### src/sv/bdil_pkg.sv
// Shared types and constants of the 3x3 binary dilation block.
// Used by the channel interfaces and the top level.
package bdil_pkg;

    localparam int MAX_WIDTH  = 1024;
    localparam int MAX_HEIGHT = 4096;

    localparam int PIX_W  = 8;
    localparam int COL_W  = 10;
    localparam int ROW_W  = 12;
    localparam int FW_W   = 11;
    localparam int FH_W   = 13;
    localparam int CFG_W  = 13;
    localparam int CIDX_W = 2;

    typedef logic [PIX_W-1:0] pixel_t;
    typedef logic [COL_W-1:0] col_t;
    typedef logic [ROW_W-1:0] row_t;
    typedef logic [FW_W-1:0]  fwidth_t;
    typedef logic [FH_W-1:0]  fheight_t;
    typedef logic [CFG_W-1:0] cfg_data_t;
    typedef logic [CIDX_W-1:0] cfg_idx_t;

    // Register indexes of the configuration port.
    localparam cfg_idx_t REG_FRAME_WIDTH  = 2'd0;
    localparam cfg_idx_t REG_FRAME_HEIGHT = 2'd1;
    localparam cfg_idx_t REG_ON_THRESHOLD = 2'd2;

    localparam fwidth_t  FRAME_WIDTH_RST  = 11'd640;
    localparam fheight_t FRAME_HEIGHT_RST = 13'd480;
    localparam pixel_t   THRESHOLD_RST    = 8'd127;
    localparam fwidth_t  WIDTH_LIMIT      = 11'd1024;
    localparam fheight_t HEIGHT_LIMIT     = 13'd4096;

    localparam pixel_t PIX_ON  = 8'd255;
    localparam pixel_t PIX_OFF = 8'd0;

    // Window bits: bits 2:0 column x, 5:3 column x-1, 8:6 column x-2;
    // inside a column bit 0 is row y, bit 1 row y-1, bit 2 row y-2.
    localparam logic [8:0] MASK_FULL      = 9'h1FF;
    localparam logic [8:0] MASK_RIGHT     = 9'h03F;
    localparam logic [8:0] MASK_BOTTOM    = 9'h0DB;
    localparam logic [8:0] MASK_CORNER    = 9'h01B;

endpackage

### src/sv/bdil_if.sv
// Valid/ready channel interfaces for the pixel input and result output.
// Depend on bdil_pkg for the payload types.
interface bdil_in_if;
    logic             valid;
    logic             ready;
    bdil_pkg::pixel_t grey_value;

    modport source (output valid, output grey_value, input ready);
    modport sink   (input valid, input grey_value, output ready);
endinterface

interface bdil_out_if;
    logic             valid;
    logic             ready;
    bdil_pkg::pixel_t out_value;
    bdil_pkg::col_t   out_col;
    bdil_pkg::row_t   out_row;
    logic             run_last;

    modport source (output valid, output out_value, output out_col, output out_row,
                    output run_last, input ready);
    modport sink   (input valid, input out_value, input out_col, input out_row,
                    input run_last, output ready);
endinterface

### src/sv/bdil_ram.sv
// Generic simple dual-port RAM: one write port, one read port with registered data.
// Stand-alone; holds the two line stores of the dilation block.
module bdil_ram #(
    parameter int WIDTH = 2,
    parameter int DEPTH = 1024
) (
    input  logic                     clk,
    input  logic                     wr_en,
    input  logic [$clog2(DEPTH)-1:0] wr_addr,
    input  logic [WIDTH-1:0]         wr_data,
    input  logic                     rd_en,
    input  logic [$clog2(DEPTH)-1:0] rd_addr,
    output logic [WIDTH-1:0]         rd_data
);
    logic [WIDTH-1:0] mem [DEPTH];
    logic [WIDTH-1:0] rd_data_reg;

    always_ff @(posedge clk)
    begin
        if (wr_en)
        begin
            mem[wr_addr] <= wr_data;
        end
        if (rd_en)
        begin
            rd_data_reg <= mem[rd_addr];
        end
    end

    assign rd_data = rd_data_reg;
endmodule

### src/sv/binary_dilate_3x3.sv
// Top level of the streaming 3x3 binary dilation: threshold, line stores, window, results.
// Depends on bdil_pkg, the channel interfaces in bdil_if.sv and bdil_ram.
//
//   channel   dir  payload                                      handshake
//   pix_in    in   grey_value                                   valid/ready
//   pix_out   out  out_value, out_col, out_row, run_last        valid/ready
//   cfg       in   cfg_index, cfg_data                          cfg_we
//
// One pixel is accepted per cycle unless the window stage is held. A pixel causes zero to
// four results, delivered one per cycle from the result register while pix_out is ready,
// so the input stalls while a pixel has more than one result: at row ends after the first
// row and at pixels of the last row after its first column. A pixel reads the line store
// at its acceptance edge; its results then pass the window stage and the result register.
// Reset restores the register defaults and clears counters and window; the line stores are
// not cleared, since their reads are masked by the row position.
// A stall at pix_out holds the result register, then the window stage, then pix_in.
module binary_dilate_3x3 (
    input  logic                 clk,
    input  logic                 rst_n,
    input  logic                 cfg_we,
    input  bdil_pkg::cfg_idx_t   cfg_index,
    input  bdil_pkg::cfg_data_t  cfg_data,
    bdil_in_if.sink              pix_in,
    bdil_out_if.source           pix_out
);
    import bdil_pkg::*;

    // Configuration.
    fwidth_t  frame_width_reg;
    fheight_t frame_height_reg;
    pixel_t   on_threshold_reg;

    // Input position counters.
    col_t col_count_reg, col_count_next;
    row_t row_count_reg, row_count_next;

    // Window stage (item waiting for its line store data).
    logic s1_valid_reg;
    logic s1_cur_reg;
    col_t s1_x_reg;
    row_t s1_y_reg;
    logic s1_last_col_reg;
    logic s1_last_row_reg;
    logic byp_valid_reg;
    logic [1:0] byp_data_reg;
    logic [8:0] window_reg, window_next;

    // Result register: up to four results of one pixel.
    logic [3:0] pend_reg, pend_next;
    logic [3:0] res_on_reg;
    col_t res_x_reg;
    row_t res_y_reg;

    fwidth_t  w_eff;
    fheight_t h_eff;
    col_t     x_in;
    row_t     y_in;
    logic     last_col_in, last_row_in;
    logic     in_fire, s1_adv, set_free, out_fire;
    logic [1:0] rd_data, wr_data, line_bits;
    logic [2:0] col_bits;
    logic [3:0] new_mask, new_on, low_bit;
    logic [1:0] sel;

    // Effective frame size and current position.
    always_comb
    begin
        if (frame_width_reg == '0)
            w_eff = fwidth_t'(1);
        else if (frame_width_reg > WIDTH_LIMIT)
            w_eff = WIDTH_LIMIT;
        else
            w_eff = frame_width_reg;

        if (frame_height_reg == '0)
            h_eff = fheight_t'(1);
        else if (frame_height_reg > HEIGHT_LIMIT)
            h_eff = HEIGHT_LIMIT;
        else
            h_eff = frame_height_reg;
    end

    assign x_in = ({1'b0, col_count_reg} < w_eff) ? col_count_reg : COL_W'(w_eff - 1'b1);
    assign y_in = ({1'b0, row_count_reg} < h_eff) ? row_count_reg : ROW_W'(h_eff - 1'b1);
    assign last_col_in = ({1'b0, x_in} == fwidth_t'(w_eff - 1'b1));
    assign last_row_in = ({1'b0, y_in} == fheight_t'(h_eff - 1'b1));

    always_comb
    begin
        col_count_next = col_count_reg;
        row_count_next = row_count_reg;
        if (in_fire)
        begin
            if (last_col_in)
            begin
                col_count_next = '0;
                row_count_next = last_row_in ? '0 : row_t'(y_in + 1'b1);
            end
            else
            begin
                col_count_next = col_t'(x_in + 1'b1);
                row_count_next = y_in;
            end
        end
    end

    // Handshakes.
    assign set_free = (pend_reg == '0)
                   || (pix_out.ready && ((pend_reg & (pend_reg - 1'b1)) == '0));
    assign s1_adv   = s1_valid_reg && set_free;
    assign pix_in.ready = !s1_valid_reg || s1_adv;
    assign in_fire  = pix_in.valid && pix_in.ready;
    assign out_fire = pix_out.valid && pix_out.ready;

    // Line stores: bit 0 holds row y-1, bit 1 row y-2.
    bdil_ram #(
        .WIDTH (2),
        .DEPTH (MAX_WIDTH)
    ) u_lines (
        .clk     (clk),
        .wr_en   (s1_adv),
        .wr_addr (s1_x_reg),
        .wr_data (wr_data),
        .rd_en   (in_fire),
        .rd_addr (x_in),
        .rd_data (rd_data)
    );

    // A one-pixel-wide frame reads the entry that the previous pixel writes in the same
    // cycle; that write is captured and used instead of the stale read.
    assign line_bits = byp_valid_reg ? byp_data_reg : rd_data;
    assign wr_data   = {line_bits[0], s1_cur_reg};
    assign col_bits  = {(s1_y_reg >= row_t'(2)) && line_bits[1],
                        (s1_y_reg != '0) && line_bits[0],
                        s1_cur_reg};

    always_comb
    begin
        if (s1_x_reg == '0)
            window_next = {6'b0, col_bits};
        else
            window_next = {window_reg[5:0], col_bits};

        new_mask[0] = (s1_y_reg != '0) && (s1_x_reg != '0);
        new_mask[1] = (s1_y_reg != '0) && s1_last_col_reg;
        new_mask[2] = s1_last_row_reg && (s1_x_reg != '0);
        new_mask[3] = s1_last_row_reg && s1_last_col_reg;

        new_on[0] = |(window_next & MASK_FULL);
        new_on[1] = |(window_next & MASK_RIGHT);
        new_on[2] = |(window_next & MASK_BOTTOM);
        new_on[3] = |(window_next & MASK_CORNER);
    end

    // Results leave in raster order of the output pixels: lowest pending bit first.
    always_comb
    begin
        priority if (pend_reg[0])
            sel = 2'd0;
        else if (pend_reg[1])
            sel = 2'd1;
        else if (pend_reg[2])
            sel = 2'd2;
        else
            sel = 2'd3;
        low_bit = 4'b0001 << sel;

        pend_next = pend_reg;
        if (s1_adv)
            pend_next = new_mask;
        else if (out_fire)
            pend_next = pend_reg & ~low_bit;
    end

    assign pix_out.valid     = (pend_reg != '0);
    assign pix_out.out_value = res_on_reg[sel] ? PIX_ON : PIX_OFF;
    assign pix_out.out_col   = sel[0] ? res_x_reg : col_t'(res_x_reg - 1'b1);
    assign pix_out.out_row   = sel[1] ? res_y_reg : row_t'(res_y_reg - 1'b1);
    assign pix_out.run_last  = ((pend_reg & ~low_bit) == '0);

    // Control state.
    always_ff @(posedge clk or negedge rst_n)
    begin
        if (!rst_n)
        begin
            frame_width_reg  <= FRAME_WIDTH_RST;
            frame_height_reg <= FRAME_HEIGHT_RST;
            on_threshold_reg <= THRESHOLD_RST;
            col_count_reg    <= '0;
            row_count_reg    <= '0;
            s1_valid_reg     <= 1'b0;
            byp_valid_reg    <= 1'b0;
            window_reg       <= '0;
            pend_reg         <= '0;
        end
        else
        begin
            if (cfg_we)
            begin
                unique case (cfg_index)
                    REG_FRAME_WIDTH:  frame_width_reg  <= cfg_data[FW_W-1:0];
                    REG_FRAME_HEIGHT: frame_height_reg <= cfg_data[FH_W-1:0];
                    REG_ON_THRESHOLD: on_threshold_reg <= cfg_data[PIX_W-1:0];
                    default: ;
                endcase
            end
            col_count_reg <= col_count_next;
            row_count_reg <= row_count_next;
            if (in_fire)
            begin
                s1_valid_reg  <= 1'b1;
                byp_valid_reg <= s1_adv && (s1_x_reg == x_in);
            end
            else if (s1_adv)
            begin
                s1_valid_reg <= 1'b0;
            end
            if (s1_adv)
            begin
                window_reg <= window_next;
            end
            pend_reg <= pend_next;
        end
    end

    // Payload.
    always_ff @(posedge clk)
    begin
        if (in_fire)
        begin
            s1_cur_reg      <= (pix_in.grey_value > on_threshold_reg);
            s1_x_reg        <= x_in;
            s1_y_reg        <= y_in;
            s1_last_col_reg <= last_col_in;
            s1_last_row_reg <= last_row_in;
            byp_data_reg    <= wr_data;
        end
        if (s1_adv)
        begin
            res_on_reg <= new_on;
            res_x_reg  <= s1_x_reg;
            res_y_reg  <= s1_y_reg;
        end
    end
endmodule
### src/flat_wrapper.sv
// flat-port wrapper written by rule: the top's interface ports become plain ports
module binary_dilate_3x3_flat import bdil_pkg::*;
  (clk, rst_n, cfg_we, cfg_index, cfg_data, pix_in_valid, pix_in_grey_value, pix_in_ready, pix_out_valid, pix_out_out_value, pix_out_out_col, pix_out_out_row, pix_out_run_last, pix_out_ready);
  bdil_in_if pix_in_i ();
  bdil_out_if pix_out_i ();
  input  logic clk;
  input  logic rst_n;
  input  logic cfg_we;
  input  bdil_pkg::cfg_idx_t cfg_index;
  input  bdil_pkg::cfg_data_t cfg_data;
  input wire logic [$bits(pix_in_i.valid)-1:0] pix_in_valid;
  input wire logic [$bits(pix_in_i.grey_value)-1:0] pix_in_grey_value;
  output wire logic [$bits(pix_in_i.ready)-1:0] pix_in_ready;
  output wire logic [$bits(pix_out_i.valid)-1:0] pix_out_valid;
  output wire logic [$bits(pix_out_i.out_value)-1:0] pix_out_out_value;
  output wire logic [$bits(pix_out_i.out_col)-1:0] pix_out_out_col;
  output wire logic [$bits(pix_out_i.out_row)-1:0] pix_out_out_row;
  output wire logic [$bits(pix_out_i.run_last)-1:0] pix_out_run_last;
  input wire logic [$bits(pix_out_i.ready)-1:0] pix_out_ready;
  assign pix_in_i.valid = pix_in_valid;
  assign pix_in_i.grey_value = pix_in_grey_value;
  assign pix_in_ready = pix_in_i.ready;
  assign pix_out_valid = pix_out_i.valid;
  assign pix_out_out_value = pix_out_i.out_value;
  assign pix_out_out_col = pix_out_i.out_col;
  assign pix_out_out_row = pix_out_i.out_row;
  assign pix_out_run_last = pix_out_i.run_last;
  assign pix_out_i.ready = pix_out_ready;
  binary_dilate_3x3 u_core (.clk(clk), .rst_n(rst_n), .cfg_we(cfg_we), .cfg_index(cfg_index), .cfg_data(cfg_data), .pix_in(pix_in_i), .pix_out(pix_out_i));
endmodule
### config.mk
export PLATFORM = sky130hd
export DESIGN_NAME = binary_dilate_3x3_flat
export DESIGN_NICKNAME = d
export VERILOG_FILES = /design/src/sv/bdil_pkg.sv /design/src/sv/bdil_if.sv /design/src/sv/bdil_ram.sv /design/src/sv/binary_dilate_3x3.sv /design/src/flat_wrapper.sv
export SDC_FILE = /design/constraint.sdc
export NUM_CORES = 2
export LEC_CHECK = 0
export BUFFER_PORTS_ARGS = -buffer_cell sky130_fd_sc_hd__buf_2
export CORE_ASPECT_RATIO = 0.8
export CORE_MARGIN = 2
export CORE_UTILIZATION = 45
export CTS_CLUSTER_SIZE = 30
export DETAILED_ROUTE_END_ITERATION = 8
export PLACE_DENSITY = 0.69
export SLEW_MARGIN = 20
export SYNTH_ARGS = -nofsm -noshare
export SYNTH_HDL_FRONTEND = slang
export SYNTH_SLANG_ARGS = --single-unit
### constraint.sdc
create_clock -name clk -period 15.8 [get_ports clk]
set_input_delay 3.16 -clock clk [delete_from_list [all_inputs] [get_ports clk]]
set_output_delay 3.16 -clock clk [all_outputs]
set_load 0.005 [all_outputs]
# ---- Word-level counts from Yosys, hierarchy flattened
# Memories as Yosys holds them, arrays and structs flattened. A register that Yosys moved wholly into a read port is not among the register bits.
# Cells that the tools add are included.
dict set report totals {
  regBits 119
  ramBits 2048
  inputBits 28
  output_inout_bits 33
  elab_cells 100
  mem_count 1
}
dict set report op_classes {
  n_addsub 7
  magnitude_cmp 7
  eq_ne 5
  shift 1
  muxes 25
  n_bitwise 3
  n_reduce_logical 33
}
# memory depth word_bits rd rd_ports_with_merged_regs wr line_no
set mem_list {}
lappend mem_list {u_core.u_lines.mem 1024 2 1 1 1 bdil_ram.sv:15} ;# logic [WIDTH-1:0] mem [DEPTH];
# operator n
set ops {}
lappend ops {{12-bit two-way mux} 4}
lappend ops {{10-bit two-way mux} 3}
lappend ops {{13-bit two-way mux} 2}
lappend ops {{11-bit two-way mux} 2}
lappend ops {{12-bit by 13-bit == test with 1-bit output} 1}
lappend ops {{13-bit > comparator, second input constant} 1}
lappend ops {{13-bit logical NOT} 1}
lappend ops {{12-bit by 13-bit < comparator with 1-bit output} 1}
lappend ops {{13-bit by 1-bit subtractor with 13-bit output, second input constant} 1}
lappend ops {{12-bit by 1-bit adder with 12-bit output, second input constant} 1}
lappend ops {{12-bit by 2-bit >= comparator with 1-bit output, second input constant} 1}
lappend ops {{4-bit logical NOT} 3}
lappend ops {{12-bit nonzero test} 1}
lappend ops {{6-bit OR reduction} 2}
lappend ops {{12-bit by 1-bit subtractor with 12-bit output, second input constant} 1}
lappend ops {{10-bit by 11-bit == test with 1-bit output} 1}
lappend ops {{11-bit > comparator, second input constant} 1}
lappend ops {{1-bit logical AND} 11}
lappend ops {{11-bit logical NOT} 1}
lappend ops {{10-bit by 11-bit < comparator with 1-bit output} 1}
lappend ops {{11-bit by 1-bit subtractor with 11-bit output, second input constant} 1}
lappend ops {{10-bit by 1-bit adder with 10-bit output, second input constant} 1}
lappend ops {{10-bit == test} 1}
lappend ops {{10-bit logical NOT} 1}
lappend ops {{other kinds (24)} 37}

# ---- Depth between registers and ports, before layout
dict set report depth {
  word_depth 9
  mapped_depth 24
  mapped_depth_nobuf 20
}

# ---- Hierarchy
# Synthesis repeated with hierarchy kept, for this count alone.
dict set report unflattened {
  hier_cells 5648
  hier_area_um2 91738.0
}
# mod instances cells_per_inst area_each_um2 seq_area_each_um2
set by_module_without_submodules {}
lappend by_module_without_submodules {bdil_ram 1 4793 83777.8 61559.0}
lappend by_module_without_submodules {binary_dilate_3x3 1 855 7960.1 3259.4}

# ---- Worst setup path before layout
# OpenSTA, ideal clock, no wires.
dict set report synth_path {
  path_type {reg2reg}
  startpoint {register u_core.s1_cur_reg}
  endpoint {register u_core.byp_data_reg[0] (data pin)}
  setup_time_ns 2.679
  arrival_ns 12.058
  required_ns 13.121
  slack_ns 1.063
  stages_incl_launch_ff 1
  path_buffers 0
  period_less_slack_ns 14.737
  path_cell_list {edfxtp_1}
}
# element line_no
set synth_rtl {}
lappend synth_rtl {{start, declared} binary_dilate_3x3.sv:39} ;# logic s1_cur_reg;
lappend synth_rtl {{start signal, assigned} binary_dilate_3x3.sv:231} ;# s1_cur_reg <= (pix_in.grey_value > on_threshold_reg);
lappend synth_rtl {{end signal, assigned} binary_dilate_3x3.sv:236} ;# byp_data_reg <= wr_data;
lappend synth_rtl {{end, declared} binary_dilate_3x3.sv:45} ;# logic [1:0] byp_data_reg;
# No word-level cell between the ends.

# ---- Worst setup path in the final report
dict set report layout_path {
  startpoint {register u_core.frame_width_reg[6]}
  endpoint {register u_core.u_lines.rd_data_reg[1], in the netlist u_core.u_lines.rd_data[1] (read register of u_core.u_lines.mem) (data pin)}
}
dict set report layout_via {
  elab_chain_len 5
  elab_cells_between_ends 7
  classes_between {1 x add/sub; 2 x order compare; 3 x mux; 1 x reduce/logical}
}
# element line_no
set layout_rtl {}
lappend layout_rtl {{start, declared} binary_dilate_3x3.sv:29} ;# fwidth_t frame_width_reg;
lappend layout_rtl {{start signal, assigned} binary_dilate_3x3.sv:201} ;# REG_FRAME_WIDTH: frame_width_reg <= cfg_data[FW_W-1:0];
lappend layout_rtl {{11-bit > comparator} binary_dilate_3x3.sv:70} ;# else if (frame_width_reg > WIDTH_LIMIT)
lappend layout_rtl {{11-bit two-way mux} binary_dilate_3x3.sv:70}
lappend layout_rtl {{11-bit two-way mux *} binary_dilate_3x3.sv:68} ;# if (frame_width_reg == '0)
lappend layout_rtl {{11-bit by 1-bit subtractor with 11-bit output / 10-bit by 11-bit < comparator with 1-bit output (equally long branches)} binary_dilate_3x3.sv:83} ;# assign x_in = ({1'b0, col_count_reg} < w_eff) ? col_count_reg : COL_W'(w_eff - 1'b1);
lappend layout_rtl {{10-bit two-way mux *} binary_dilate_3x3.sv:83}
lappend layout_rtl {{end, declared} bdil_ram.sv:16} ;# logic [WIDTH-1:0] rd_data_reg;
# Every way passes the cells marked *; elsewhere a longest branch is shown, timed or not.
# A chain may end at the register's enable or synchronous reset.

==> flow_summary_export.csv <==
group,metric,value,unit
outcome,status,"finished clean",
floorplanning,die_y,412,microns
clock_network,clk_pin_slew,70,ps
global_route,grt_pass1_vias,61300,
worst_setup_path,crit_path_end_kind,"flip-flop",
global_route,grt_max_degree,239,
worst_setup_path,path_cells,"or4_1 -> nor2_1 -> nand2_1 -> o21ai_0 -> nand2_1 -> ha_1 -> nand3_1 -> nor4b_1 -> nand3_2 -> nand3_2 -> buf_4 -> nand2_8 -> inv_8 -> buf_4 -> buf_4 -> nand2_1 -> a21oi_1 -> a2111oi_0 -> nor3_1 -> nand3_1 -> nor4_1 -> a311o_1 -> a22o_1",
clock_network,cts-root-buf,"clkbuf_16",
worst_hold_path,hold_path_class,"reg -> reg",
placed_design,place_area,96400,sq um
worst_setup_path,crit_fanout,98,
floorplanning,ioPinCount,61,
logic_synthesis,yosysMostFrequentCell,"edfxtp_1",
worst_setup_path,worstSetupStartpointType,"flip-flop",
logic_synthesis,synth_seq_area_share,0.692,
logic_synthesis,netlist_area,93700,sq um
route,antenna_left,0,
global_route,grt_first_pass_wirelength,422000,microns
layout,fin_area,103000,sq um
timing,max_freq,110,MHz
clock_network,numClockSinks,2169,
logic_synthesis,synth.top_cells.by_count,"edfxtp_1, nand2_1, nor2_1",
logic_synthesis,synth_warnings,0,
timing,hold_ws,447,ps
floorplanning,die_w,514,microns
timing,slew_violations,0,
timing,setup_viol,0,
layout,nets,7505,
worst_setup_path,critPathRequiredTime,16520,ps
route,wl,294000,microns
timing,finalHoldViolations,0,
flow_run,cap_violations,0,
global_route,antenna_found_initial,10,
timing,fin_tns_setup,0,ps
logic_synthesis,synthTopCellsByArea,"edfxtp_1, nand2_1, nor2_1",
global_route,overflow,0,
route,wl_per_cell,28.5,microns
clock_network,clock_latency,860,ps
timing,worst_pin_slew,1350,ps
clock_network,hold_buffers,0,
logic_synthesis,yosysTopAreaCell,"edfxtp_1",
logic_synthesis,synth_cell_types,93,
layout,drive_gt1_frac,0.110,
route,vias,65200,
logic_synthesis,yosys_most_used_dff,"edfxtp_1",
placed_design,numPortBuffers,60,
placed_design,placedCellCount,9962,
power,power.total,22.8,mW
timing,min_period_over_period,0.576,
layout,largest_reg_flops,2048,
clock_network,postCtsSetupBuffers,0,
floorplanning,start_util,0.453,
worst_setup_path,path_buf_inv,4,
worst_setup_path,arrival,9830,ps
timing,skew,38.7,ps
floorplanning,die_area,212000,sq um
placed_design,hpwl,164000,microns
route,drc,0,
layout,area_growth,9.45,%
worst_setup_path,slowest_stage,"buf_4",
clock_network,clock_path_buffers,3,
layout,layout.cells.non_filler,10300,
worst_setup_path,slowest_delay,720,ps
logic_synthesis,synthArstFlopShare,0.0304,
route,drt_first_pass_iters,9,
clock_network,cts-htree-levels,4,
layout,utilization,0.496,
power,leakage,33.4,nW
placed_design,gp_congestion,0.910,
floorplanning,num_rows,149,
logic_synthesis,synth-edff-count,2103,
logic_synthesis,synthCells,7607,
worst_setup_path,crit_family,"simple AND/OR/NAND/NOR gates",
route,avgViaCountPerCell,6.32,
worst_setup_path,crit_type,"reg -> reg",
logic_synthesis,ys_ff_latch,2169,
clock_network,cts_buffers,196,
power,power.density,222,nW/um^2
global_route,grt_use_total,0.271,
timing,setup_ws,6700,ps
clock_network,post_cts_resized,0,
logic_synthesis,synth_top_area_share,0.674,
logic_synthesis,syn_avg_cell_area,12.3,sq um
timing,relSlewSlack,0.0975,
timing,grt_setup_unrepaired,"no",
placed_design,dpl_worst_slack,7140,ps
power,max-vdd-ir-drop,255,uV
logic_synthesis,synth_nets,7669,
clock_network,cts_tree,"yes",
floorplanning,coreArea,207000,sq um
timing,finalCriticalPeriod,9100,ps
route,first_iter_violations,11100,
[logic make-up after synthesis]
logic type | synth area share
and+or+nand+nor | 0.148
muxes | 0.0464
buffers and inverters | 0.0299
adders and majority gates | 0.00465
xor gates and xnor gates | 0.00636
DFF | 0.692
AOI/OAI and AO/OA | 0.0730
[path summary, 6_finish.rpt]
path	from	endpoint	slack, ps	cells past startpoint
min in group asynchronous	rst_n	u_core.col_count_reg[1]	2530	2
max in group asynchronous	rst_n	u_core.pend_reg[2]	12640	2
max reg2reg	u_core.frame_width_reg[6]	u_core.u_lines.rd_data[1]	6700	23
max	u_core.frame_width_reg[6]	u_core.u_lines.rd_data[1]	6700	23
min reg2reg	u_core.s1_y_reg[8]	u_core.res_y_reg[8]	450	0
min	u_core.s1_y_reg[8]	u_core.res_y_reg[8]	450	0
[layout make-up]
cell class,instances,area (sq um)
tap,2718,3400
fill,17800,104000
sequential,2169,64800
clock inverter,99,781
clock buffer,259,5270
multi-input combinational,4807,26300
antenna,9,22.5
inverter,41,175
timing repair buffer,228,1690
[where the power goes]
group / internal (mW) / leakage [nW] / total (mW) / switching [mW]
sequential: 7.13 / 19.7 / 7.30 / 0.170
combinational: 2.92 / 10.8 / 10.9 / 7.96
clock: 2.49 / 2.94 / 4.63 / 2.13
total: 12.5 / 33.4 / 22.8 / 10.3
[layout by cell type, fill, tap and decap left out, drive strengths merged, types with 166 or more instances in the layout]
master / netlist / routed
clkbuf: 301 / 259
o21ai: 193 / 193
edfxtp: 2103 / 2103
nand3: 297 / 297
nor2: 1144 / 1144
nand2: 1422 / 1422
buf: 289 / 228
and3: 166 / 166
a21oi: 262 / 262
mux2i: 170 / 170
mux2: 200 / 200
[metal layers]
layer | GRT usage | vias up | part of all wire
li1 | - | 27500 | -
met1 | 0.380 | 32300 | 0.38
met2 | 0.393 | 4746 | 0.43
met3 | 0.0861 | 705 | 0.15
met4 | 0.104 | 4 | 0.041
met5 | 0 | - | 0.000075
[worst reg2reg max path, delay by kind of cell (launching register included)]
| family | cells | cell delay [ps] |
|---|---|---|
| buffers and inverters | 4 | 2660 |
| AND/OR/NAND/NOR | 13 | 4090 |
| adder cells (fa/ha/maj) | 1 | 310 |
| flip-flops | 1 | 440 |
| AO/OA/AOI/OAI | 5 | 1480 |
No activity file was read; power rests on OpenSTA's default activity.
